<file path="src/rtl/core/lva_pkg.sv">
// shared constants, types and helpers for the lru voice allocator
package lva_pkg;

  localparam int MAX_VOICES = 8;
  localparam int IDX_W      = (MAX_VOICES > 1) ? $clog2(MAX_VOICES) : 1;
  localparam int CNT_W      = $clog2(MAX_VOICES + 1);

  localparam int FUNC_W   = 2;
  localparam int NOTE_W   = 7;
  localparam int VIDX_W   = 3;
  localparam int VCOUNT_W = 4;

  localparam logic [FUNC_W-1:0] FUNC_NOTE_ON  = 2'd0;
  localparam logic [FUNC_W-1:0] FUNC_NOTE_OFF = 2'd1;
  localparam logic [FUNC_W-1:0] FUNC_CLEAR    = 2'd2;

  typedef logic [IDX_W-1:0]  voice_idx_t;
  typedef logic [NOTE_W-1:0] note_t;

  typedef enum logic [2:0] {
    ST_IDLE,
    ST_NOTE_SCAN,
    ST_FREE_SCAN,
    ST_FIND,
    ST_SHIFT,
    ST_FINISH
  } lva_state_t;

  // initial recency order: front of the list holds the highest voice
  function automatic voice_idx_t init_order(input int pos);
    return IDX_W'(MAX_VOICES - 1 - pos);
  endfunction

endpackage

</file>
<file path="src/rtl/core/lva_if.sv">
// handshake channels of the lru voice allocator
interface lva_in_if import lva_pkg::*; ();
  logic              valid;
  logic              ready;
  logic [FUNC_W-1:0] func;
  logic [NOTE_W-1:0] note;
  modport source(output valid, func, note, input ready);
  modport sink(input valid, func, note, output ready);
endinterface

interface lva_out_if import lva_pkg::*; ();
  logic              valid;
  logic              ready;
  logic [VIDX_W-1:0] voice_index;
  logic              voice_valid;
  modport source(output valid, voice_index, voice_valid, input ready);
  modport sink(input valid, voice_index, voice_valid, output ready);
endinterface

interface lva_cfg_if import lva_pkg::*; ();
  logic                valid;
  logic                ready;
  logic [VCOUNT_W-1:0] voice_count;
  modport source(output valid, voice_count, input ready);
  modport sink(input valid, voice_count, output ready);
endinterface

</file>
<file path="src/rtl/core/lru_voice_allocator_core.sv">
// lru voice allocator: note-on/note-off/clear sequencer over one pool or list entry at a time
//
//  channel  dir  payload                     handshake
//  in_ch    in   func[1:0], note[6:0]        valid/ready
//  out_ch   out  voice_index[2:0], voice_valid  valid/ready
//  cfg_ch   in   voice_count[3:0]            valid/ready, ready always high
//
// one word is accepted, then the pool is scanned for its note and, for a note-on that no
// voice holds, the recency list is scanned for the least recent free voice; a chosen voice
// is then searched for in the recency list and moved to its front, each entry it moves past
// shifting back by one, and the result goes to the output register once that is free.
// all of it runs on one compare per cycle against one pool or list entry.
// clear and unused codes skip the scans. reset is synchronous and restores the pool.
// in_ch is ready only between words; a finished result parks in the output register,
// so the next word may start while the previous result waits.
module lru_voice_allocator_core import lva_pkg::*; (
  input  logic      clk,
  input  logic      rst_n,
  lva_in_if.sink    in_ch,
  lva_out_if.source out_ch,
  lva_cfg_if.sink   cfg_ch
);

  lva_state_t          state_r, state_nxt;
  logic [FUNC_W-1:0]   func_r, func_nxt;
  note_t               note_r, note_nxt;
  logic [CNT_W-1:0]    n_r, n_nxt;
  voice_idx_t          idx_r, idx_nxt;
  voice_idx_t          vsel_r, vsel_nxt;
  voice_idx_t          fb_r, fb_nxt;
  logic                found_r, found_nxt;
  logic                free_found_r, free_found_nxt;
  logic                res_valid_r, res_valid_nxt;
  logic                out_valid_r, out_valid_nxt;
  logic [VIDX_W-1:0]   out_index_r, out_index_nxt;
  logic                out_vv_r, out_vv_nxt;
  logic [VCOUNT_W-1:0] voice_count_r;

  note_t               voice_note_r [MAX_VOICES];
  note_t               voice_note_nxt [MAX_VOICES];
  logic [MAX_VOICES-1:0] voice_active_r, voice_active_nxt;
  voice_idx_t          recency_r [MAX_VOICES];
  voice_idx_t          recency_nxt [MAX_VOICES];

  logic [CNT_W-1:0]    n_cur;
  voice_idx_t          rd_addr;
  voice_idx_t          rec_c;
  logic                note_hit;
  logic                rec_en;
  logic                free_hit;
  logic                last;
  logic                hit_any;
  logic                free_any;
  voice_idx_t          fb_v;
  voice_idx_t          free_v;
  logic [MAX_VOICES-1:0] perm_mask;

  assign in_ch.ready        = (state_r == ST_IDLE);
  assign cfg_ch.ready       = 1'b1;
  assign out_ch.valid       = out_valid_r;
  assign out_ch.voice_index = out_index_r;
  assign out_ch.voice_valid = out_vv_r;

  always_comb begin
    if (int'(voice_count_r) > MAX_VOICES) begin
      n_cur = CNT_W'(MAX_VOICES);
    end else begin
      n_cur = CNT_W'(voice_count_r);
    end
  end

  // single list read port, one entry behind during the shift
  assign rd_addr  = (state_r == ST_SHIFT) ? idx_r - 1'b1 : idx_r;
  assign rec_c    = recency_r[rd_addr];
  assign last     = (idx_r == IDX_W'(MAX_VOICES - 1));
  assign note_hit = (voice_note_r[idx_r] == note_r) && (CNT_W'(idx_r) < n_r);
  assign rec_en   = (CNT_W'(rec_c) < n_r);
  assign free_hit = rec_en && !voice_active_r[rec_c];
  assign hit_any  = found_r || note_hit;
  assign free_any = free_found_r || free_hit;
  assign fb_v     = rec_en ? rec_c : fb_r;
  assign free_v   = free_hit ? rec_c : vsel_r;

  always_comb begin
    perm_mask = '0;
    for (int i = 0; i < MAX_VOICES; i++) begin
      perm_mask[recency_r[i]] = 1'b1;
    end
  end

  always_comb begin
    state_nxt        = state_r;
    func_nxt         = func_r;
    note_nxt         = note_r;
    n_nxt            = n_r;
    idx_nxt          = idx_r;
    vsel_nxt         = vsel_r;
    fb_nxt           = fb_r;
    found_nxt        = found_r;
    free_found_nxt   = free_found_r;
    res_valid_nxt    = res_valid_r;
    out_valid_nxt    = out_valid_r;
    out_index_nxt    = out_index_r;
    out_vv_nxt       = out_vv_r;
    voice_note_nxt   = voice_note_r;
    voice_active_nxt = voice_active_r;
    recency_nxt      = recency_r;

    if (out_valid_r && out_ch.ready) begin
      out_valid_nxt = 1'b0;
    end

    unique case (state_r)
      ST_IDLE: begin
        if (in_ch.valid) begin
          func_nxt       = in_ch.func;
          note_nxt       = in_ch.note;
          n_nxt          = n_cur;
          idx_nxt        = '0;
          found_nxt      = 1'b0;
          free_found_nxt = 1'b0;
          res_valid_nxt  = 1'b0;
          state_nxt      = ST_FINISH;
          unique case (in_ch.func)
            FUNC_NOTE_ON, FUNC_NOTE_OFF: begin
              if (n_cur != '0) begin
                state_nxt = ST_NOTE_SCAN;
              end
            end
            FUNC_CLEAR: begin
              voice_active_nxt = '0;
              for (int i = 0; i < MAX_VOICES; i++) begin
                voice_note_nxt[i] = '0;
                recency_nxt[i]    = init_order(i);
              end
            end
            default: begin
            end
          endcase
        end
      end
      ST_NOTE_SCAN: begin
        // note-on keeps the first holder, note-off the last
        if (note_hit && (func_r == FUNC_NOTE_OFF || !found_r)) begin
          vsel_nxt  = idx_r;
          found_nxt = 1'b1;
        end
        if (last) begin
          idx_nxt = '0;
          if (hit_any) begin
            state_nxt = ST_FIND;
          end else if (func_r == FUNC_NOTE_ON) begin
            state_nxt = ST_FREE_SCAN;
          end else begin
            res_valid_nxt = 1'b0;
            state_nxt     = ST_FINISH;
          end
        end else begin
          idx_nxt = idx_r + 1'b1;
        end
      end
      ST_FREE_SCAN: begin
        // walking front to back, the last enabled hit is the least recent
        fb_nxt         = fb_v;
        vsel_nxt       = free_v;
        free_found_nxt = free_any;
        if (last) begin
          vsel_nxt  = free_any ? free_v : fb_v;
          idx_nxt   = '0;
          state_nxt = ST_FIND;
        end else begin
          idx_nxt = idx_r + 1'b1;
        end
      end
      ST_FIND: begin
        if (rec_c == vsel_r || last) begin
          if (func_r == FUNC_NOTE_ON) begin
            voice_note_nxt[vsel_r]   = note_r;
            voice_active_nxt[vsel_r] = 1'b1;
          end else begin
            voice_active_nxt[vsel_r] = 1'b0;
          end
          state_nxt = ST_SHIFT;
        end else begin
          idx_nxt = idx_r + 1'b1;
        end
      end
      ST_SHIFT: begin
        if (idx_r == '0) begin
          recency_nxt[0] = vsel_r;
          res_valid_nxt  = 1'b1;
          state_nxt      = ST_FINISH;
        end else begin
          recency_nxt[idx_r] = rec_c;
          idx_nxt            = idx_r - 1'b1;
        end
      end
      ST_FINISH: begin
        if (!out_valid_r || out_ch.ready) begin
          out_valid_nxt = 1'b1;
          out_index_nxt = res_valid_r ? VIDX_W'(vsel_r) : '0;
          out_vv_nxt    = res_valid_r;
          state_nxt     = ST_IDLE;
        end
      end
      default: begin
        state_nxt = ST_IDLE;
      end
    endcase
  end

  always_ff @(posedge clk) begin
    if (!rst_n) begin
      state_r        <= ST_IDLE;
      out_valid_r    <= 1'b0;
      voice_active_r <= '0;
      for (int i = 0; i < MAX_VOICES; i++) begin
        voice_note_r[i] <= '0;
        recency_r[i]    <= init_order(i);
      end
    end else begin
      state_r        <= state_nxt;
      out_valid_r    <= out_valid_nxt;
      voice_active_r <= voice_active_nxt;
      voice_note_r   <= voice_note_nxt;
      recency_r      <= recency_nxt;
    end
  end

  always_ff @(posedge clk) begin
    func_r       <= func_nxt;
    note_r       <= note_nxt;
    n_r          <= n_nxt;
    idx_r        <= idx_nxt;
    vsel_r       <= vsel_nxt;
    fb_r         <= fb_nxt;
    found_r      <= found_nxt;
    free_found_r <= free_found_nxt;
    res_valid_r  <= res_valid_nxt;
    out_index_r  <= out_index_nxt;
    out_vv_r     <= out_vv_nxt;
  end

  always_ff @(posedge clk) begin
    if (!rst_n) begin
      voice_count_r <= '0;
    end else if (cfg_ch.valid) begin
      voice_count_r <= cfg_ch.voice_count;
    end
  end

  // a miss always reports voice zero
  a_none_is_zero: assert property (@(posedge clk) disable iff (!rst_n)
    out_valid_r && !out_vv_r |-> out_index_r == '0)
    else $error("miss result carries a nonzero voice index");

  // between words the recency list is a permutation of the voices
  a_list_is_perm: assert property (@(posedge clk) disable iff (!rst_n)
    state_r == ST_IDLE |-> &perm_mask)
    else $error("recency list lost or duplicated a voice");

  // a clear word empties the pool at once
  a_clear_empties: assert property (@(posedge clk) disable iff (!rst_n)
    in_ch.valid && in_ch.ready && in_ch.func == FUNC_CLEAR
      |=> voice_active_r == '0 && state_r == ST_FINISH)
    else $error("clear did not release all voices");

endmodule

</file>
<file path="src/flat_wrapper.sv">
// flat-port wrapper written by rule: the top's interface ports become plain ports
module lru_voice_allocator_core_flat import lva_pkg::*;
  (clk, rst_n, in_ch_valid, in_ch_func, in_ch_note, in_ch_ready, out_ch_valid, out_ch_voice_index, out_ch_voice_valid, out_ch_ready, cfg_ch_valid, cfg_ch_voice_count, cfg_ch_ready);
  lva_in_if in_ch_i ();
  lva_out_if out_ch_i ();
  lva_cfg_if cfg_ch_i ();
  input  logic clk;
  input  logic rst_n;
  input wire logic [$bits(in_ch_i.valid)-1:0] in_ch_valid;
  input wire logic [$bits(in_ch_i.func)-1:0] in_ch_func;
  input wire logic [$bits(in_ch_i.note)-1:0] in_ch_note;
  output wire logic [$bits(in_ch_i.ready)-1:0] in_ch_ready;
  output wire logic [$bits(out_ch_i.valid)-1:0] out_ch_valid;
  output wire logic [$bits(out_ch_i.voice_index)-1:0] out_ch_voice_index;
  output wire logic [$bits(out_ch_i.voice_valid)-1:0] out_ch_voice_valid;
  input wire logic [$bits(out_ch_i.ready)-1:0] out_ch_ready;
  input wire logic [$bits(cfg_ch_i.valid)-1:0] cfg_ch_valid;
  input wire logic [$bits(cfg_ch_i.voice_count)-1:0] cfg_ch_voice_count;
  output wire logic [$bits(cfg_ch_i.ready)-1:0] cfg_ch_ready;
  assign in_ch_i.valid = in_ch_valid;
  assign in_ch_i.func = in_ch_func;
  assign in_ch_i.note = in_ch_note;
  assign in_ch_ready = in_ch_i.ready;
  assign out_ch_valid = out_ch_i.valid;
  assign out_ch_voice_index = out_ch_i.voice_index;
  assign out_ch_voice_valid = out_ch_i.voice_valid;
  assign out_ch_i.ready = out_ch_ready;
  assign cfg_ch_i.valid = cfg_ch_valid;
  assign cfg_ch_i.voice_count = cfg_ch_voice_count;
  assign cfg_ch_ready = cfg_ch_i.ready;
  lru_voice_allocator_core u_core (.clk(clk), .rst_n(rst_n), .in_ch(in_ch_i), .out_ch(out_ch_i), .cfg_ch(cfg_ch_i));
endmodule
</file>
<file path="config.mk">
export PLATFORM = sky130hd
export DESIGN_NAME = lru_voice_allocator_core_flat
export DESIGN_NICKNAME = d
export VERILOG_FILES = /design/src/rtl/core/lva_pkg.sv /design/src/rtl/core/lva_if.sv /design/src/rtl/core/lru_voice_allocator_core.sv /design/src/flat_wrapper.sv
export SDC_FILE = /design/constraint.sdc
export NUM_CORES = 1
export LEC_CHECK = 0
export BUFFER_PORTS_ARGS = -buffer_cell sky130_fd_sc_hd__buf_2
export CAP_MARGIN = 20
export CORE_MARGIN = 1.5
export CORE_UTILIZATION = 56
export DETAILED_ROUTE_END_ITERATION = 8
export GPL_ROUTABILITY_DRIVEN = 0
export PLACE_DENSITY_LB_ADDON = 0.15
export SYNTH_ARGS = -nofsm -noshare
export SYNTH_HDL_FRONTEND = slang
export SYNTH_SLANG_ARGS = --single-unit
</file>
<file path="constraint.sdc">
create_clock -name clk -period 4.3 [get_ports clk]
set_input_delay 0.645 -clock clk [delete_from_list [all_inputs] [get_ports clk]]
set_output_delay 0.645 -clock clk [all_outputs]
set_load 0.01 [all_outputs]
</file>
==> results by group <==
Layout
  – Total inserted antenna cells: 0
  – Area growth from synthesis to layout: 12.8%
  – Cell Count, Final, Fillers Out: 860
  – Area occupied by multi-input gates: 3450 um^2
  – Reg area: 2790 um^2
  – Filler cell count: 912
  – Share of post-route cells with drive strength above 1: 13.5%
  – Final net count: 731

Worst setup path
  – Type of element capturing the critical path: flop
  – Kind of critical path: flop to flop
  – Worst R2R Start: u_core.idx_r[1]
  – Crit path DAT: 4.22 ns
  – Required time worst endpoint: 4.47 ns
  – Maximum fanout encountered on the critical timing path: 9
  – Start point of the critical path: u_core.idx_r[1]
  – Startpoint Class: flop

Clock network
  – Clk buf depth: 2
  – CTS root buf: clkbuf_16
  – Post-CTS clock slew at the launch and capture registers of the worst setup and hold paths: 0.06 ns
  – Worst-Skew Late Latency: 0.43 ns
  – Number of buffers created by CTS: 17
  – CTS hold repair buffers: 0
  – TritonCTS clock tree: yes
  – Clock net sink count: 125
  – Count of H-tree levels built during CTS: 4

Placed design
  – Half-perimeter wire length after detailed placement: 11800 um
  – Cell total after placement: 828
  – Port Buffer Count: 23
  – Minimum setup slack after placement: 0.171 ns

Power and ir drop
  – Total Power: 4.95 mW
  – Power per cell area: 673 nW/um^2
  – Worst vdd ir: 0.000508 V
  – Static Leak: 2.63 nW

Routing
  – Routed length per instance: 20.2 um
  – Total detailed-routing wirelength: 17400 um
  – DR iter-0 viols: 639
  – Total vias in the final route: 5654
  – DRC violation count after routing: 0
  – Routed vias/inst: 6.57
  – Drt pass-1 iters: 6
  – Remaining antenna violation count after routing: 0

Synth
  – Synthesized flop and latch total: 125
  – Post-Syn Instances: 700
  – Main combinational cell family by area after synthesis: simple AND/OR/NAND/NOR gates
  – Number of distinct library cells after synthesis: 69
  – Post-Synthesis Mean Instance Area: 9.30 um^2
  – XOR/XNOR Fraction of Synth Area: 1.60%
  – Post-synthesis cell area: 6510 um^2
  – Number of synthesis warnings: 0
  – Most used flip-flop cell after synthesis: dfxtp_1
  – Fraction of the yosys area taken by sequential cells: 42.9%
  – Nets in the synthesized netlist: 727
  – Post-Synth Adder-Cell Area: 1.88%
  – Fraction of registers with async set or reset after synthesis: 0%
  – Multiplexer share of the synthesized area: 7.42%
  – Fraction of the mapped netlist area in compound gates: 20.7%
  – Share of synthesized cell area in and, or, nand and nor gates: 20.9%
  – EDFF count, synth: 29

Timing
  – Number of max-slew violations in the final report: 0
  – Unrepaired setup endpoints after global routing: no
  – Final setup skew: 0.0126 ns
  – Final-layout worst hold slack: 0.400 ns
  – Max Clock Freq: 0.247 GHz
  – Setup TNS after final layout: 0 ns
  – Slew at the pin closest to its max-slew limit: 0.975 ns
  – Worst relative slew slack: 35.0%
  – Final setup fails: 0
  – Crit path setup slack, layout: 0.248 ns
  – Period minus WS final: 4.05 ns
  – Ratio of final minimum period to clock period: 94.2%
  – Hold violation total from the final report: 0

Floorplan
  – # rows: 39
  – I/O pins: 25
  – Starting density of the core: 57.3%
  – Die X: 111 um
  – Full die area: 12300 um^2
  – Die boundary height: 111 um
  – Core region area: 11400 um^2

Min path
  – Hold/Removal Path Class: input pin to flop
  – Worst Hold Launch: in_ch_note[1]

Global routing
  – Antenna violations before repair: 0
  – Total routing resource utilization after global routing: 28.7%
  – Vias in the first global route: 5295
  – First-pass GRT wire length: 27800 um
  – Maximum number of pins on one net before global-route repair: 65
  – Overflow left after global routing: 0

Status
  – Outcome: complete, no violations

Job
  – Number of maximum-capacitance constraint violations: 0
-- metrics by stage --
stage          area [um^2]  utilization [%]
6_report              7340             64.6
5_1_grt               7340             64.6
4_1_cts               7340             64.6
3_5_place_dp          6750             59.3
3_3_place_gp          6750             59.3
2_1_floorplan         6530                -
-- power by group --
group          total, mW  internal, mW  leakage, nW  switching, mW
Sequential          1.48          1.37         1.05          0.119
Clock               1.44         0.881        0.280          0.560
Combinational       2.02         0.752         1.30           1.27
Total               4.95          3.00         2.63           1.95
-- cell usage after synthesis, drive strengths merged (2+ instances only) --
| cell | n | area [um^2] |
|---|---|---|
| o21ai | 21 | 105 |
| edfxtp | 29 | 871 |
| nor2b | 78 | 488 |
| dfxtp | 96 | 1920 |
| o311ai | 7 | 61.3 |
| o31ai | 3 | 22.5 |
| a32oi | 58 | 508 |
| xor2 | 3 | 26.3 |
| o211ai | 4 | 30.0 |
| o21a | 4 | 30.0 |
| nor3 | 9 | 45.0 |
| clkbuf | 36 | 135 |
| a221oi | 8 | 70.1 |
| mux2 | 5 | 56.3 |
| and3 | 4 | 25.0 |
| nand2b | 8 | 50.1 |
| nor4 | 4 | 25.0 |
| xnor2 | 8 | 77.6 |
| a21boi | 3 | 22.5 |
| ha | 9 | 113 |
| nand3 | 15 | 75.1 |
| or3 | 7 | 43.8 |
| mux4 | 8 | 180 |
| buf | 18 | 83.8 |
| a22o | 2 | 17.5 |
| and2 | 11 | 68.8 |
| nor2 | 39 | 146 |
| a221o | 2 | 20.0 |
| a31oi | 4 | 25.0 |
| mux2i | 23 | 246 |
| or2 | 2 | 12.5 |
| a311oi | 4 | 35.0 |
| o22ai | 8 | 50.1 |
| a21oi | 30 | 150 |
| a22oi | 4 | 30.0 |
| nand2 | 66 | 248 |
| nand4 | 16 | 100 |
| inv | 20 | 75.1 |
| a31o | 3 | 26.3 |
| o311a | 2 | 20.0 |
-- worst max-delay path: stages, from the launching register on --
cell      delay (ns)
edfxtp_1        0.39
inv_2           0.17
ha_1            0.20
and4bb_2        0.32
xnor2_4         0.19
mux4_2          0.58
mux2i_4         0.18
inv_2           0.11
ha_1            0.30
nand2_1         0.08
nand2_1         0.09
inv_1           0.04
a311o_1         0.42
nor2_1          0.14
a21oi_1         0.07
a221o_1         0.33
a22o_1          0.18
-- final cells by class --
class                   count  area share (%)
clock buffers              19            6.03
clock inverters            13            2.10
inverters                  21            1.07
multi-input cells         500            47.0
flip-flops and latches    125            38.0
well taps                 143            2.44
repair buffers             39            3.37
-- metal layers --
metal,wire [um],track usage [%]
met1,7160,37.8
met2,8160,44.9
met3,1640,7.55
met4,416,12.1
met5,0,0
-- registers in the layout, summed over array words and instances, names as in the netlist, 4 cells and up --
signal	flops
u_core.n_r	4
u_core.voice_note_r	56
u_core.voice_active_r	8
u_core.recency_r	24
u_core.note_r	7
u_core.voice_count_r	4
-- cells by family (layout without fill, tap and decap cells) --
logic type | count (synthesis) | count (layout)
AND/OR/NAND/NOR | 262 | 262
AO/OA/AOI/OAI | 180 | 180
XOR/XNOR | 11 | 11
flip-flops | 125 | 125
adder cells (fa/ha/maj) | 10 | 10
multiplexers | 36 | 36
buffers and inverters | 75 | 92
other | 1 | 1
-- cells in the final DEF (no fill, tap or decap), drive strengths merged, types with 11 or more instances in the layout --
master / instances
and2: 11
o21ai: 21
nand2: 66
edfxtp: 29
mux2i: 23
a21oi: 30
nand3: 15
clkbuf: 19
a32oi: 58
buf: 39
nand4: 16
dfxtp: 96
inv: 26
nor2: 39
nor2b: 78
-- path summary, 6_finish.rpt --
path,endpoint,slack [ns],depth (start not counted)
max,u_core.vsel_r[1],0.25,16
max reg2reg,u_core.vsel_r[1],0.25,16
min,u_core.note_r[1],0.40,1
min reg2reg,u_core.recency_r[6],0.49,2
-- timing repair --
item	4_1_cts	5_1_grt
gates resized for setup	0	2
endpoints found under the setup margin	0	2
setup buffers	0	0
Note: power is estimated with default switching activity, not from simulation.
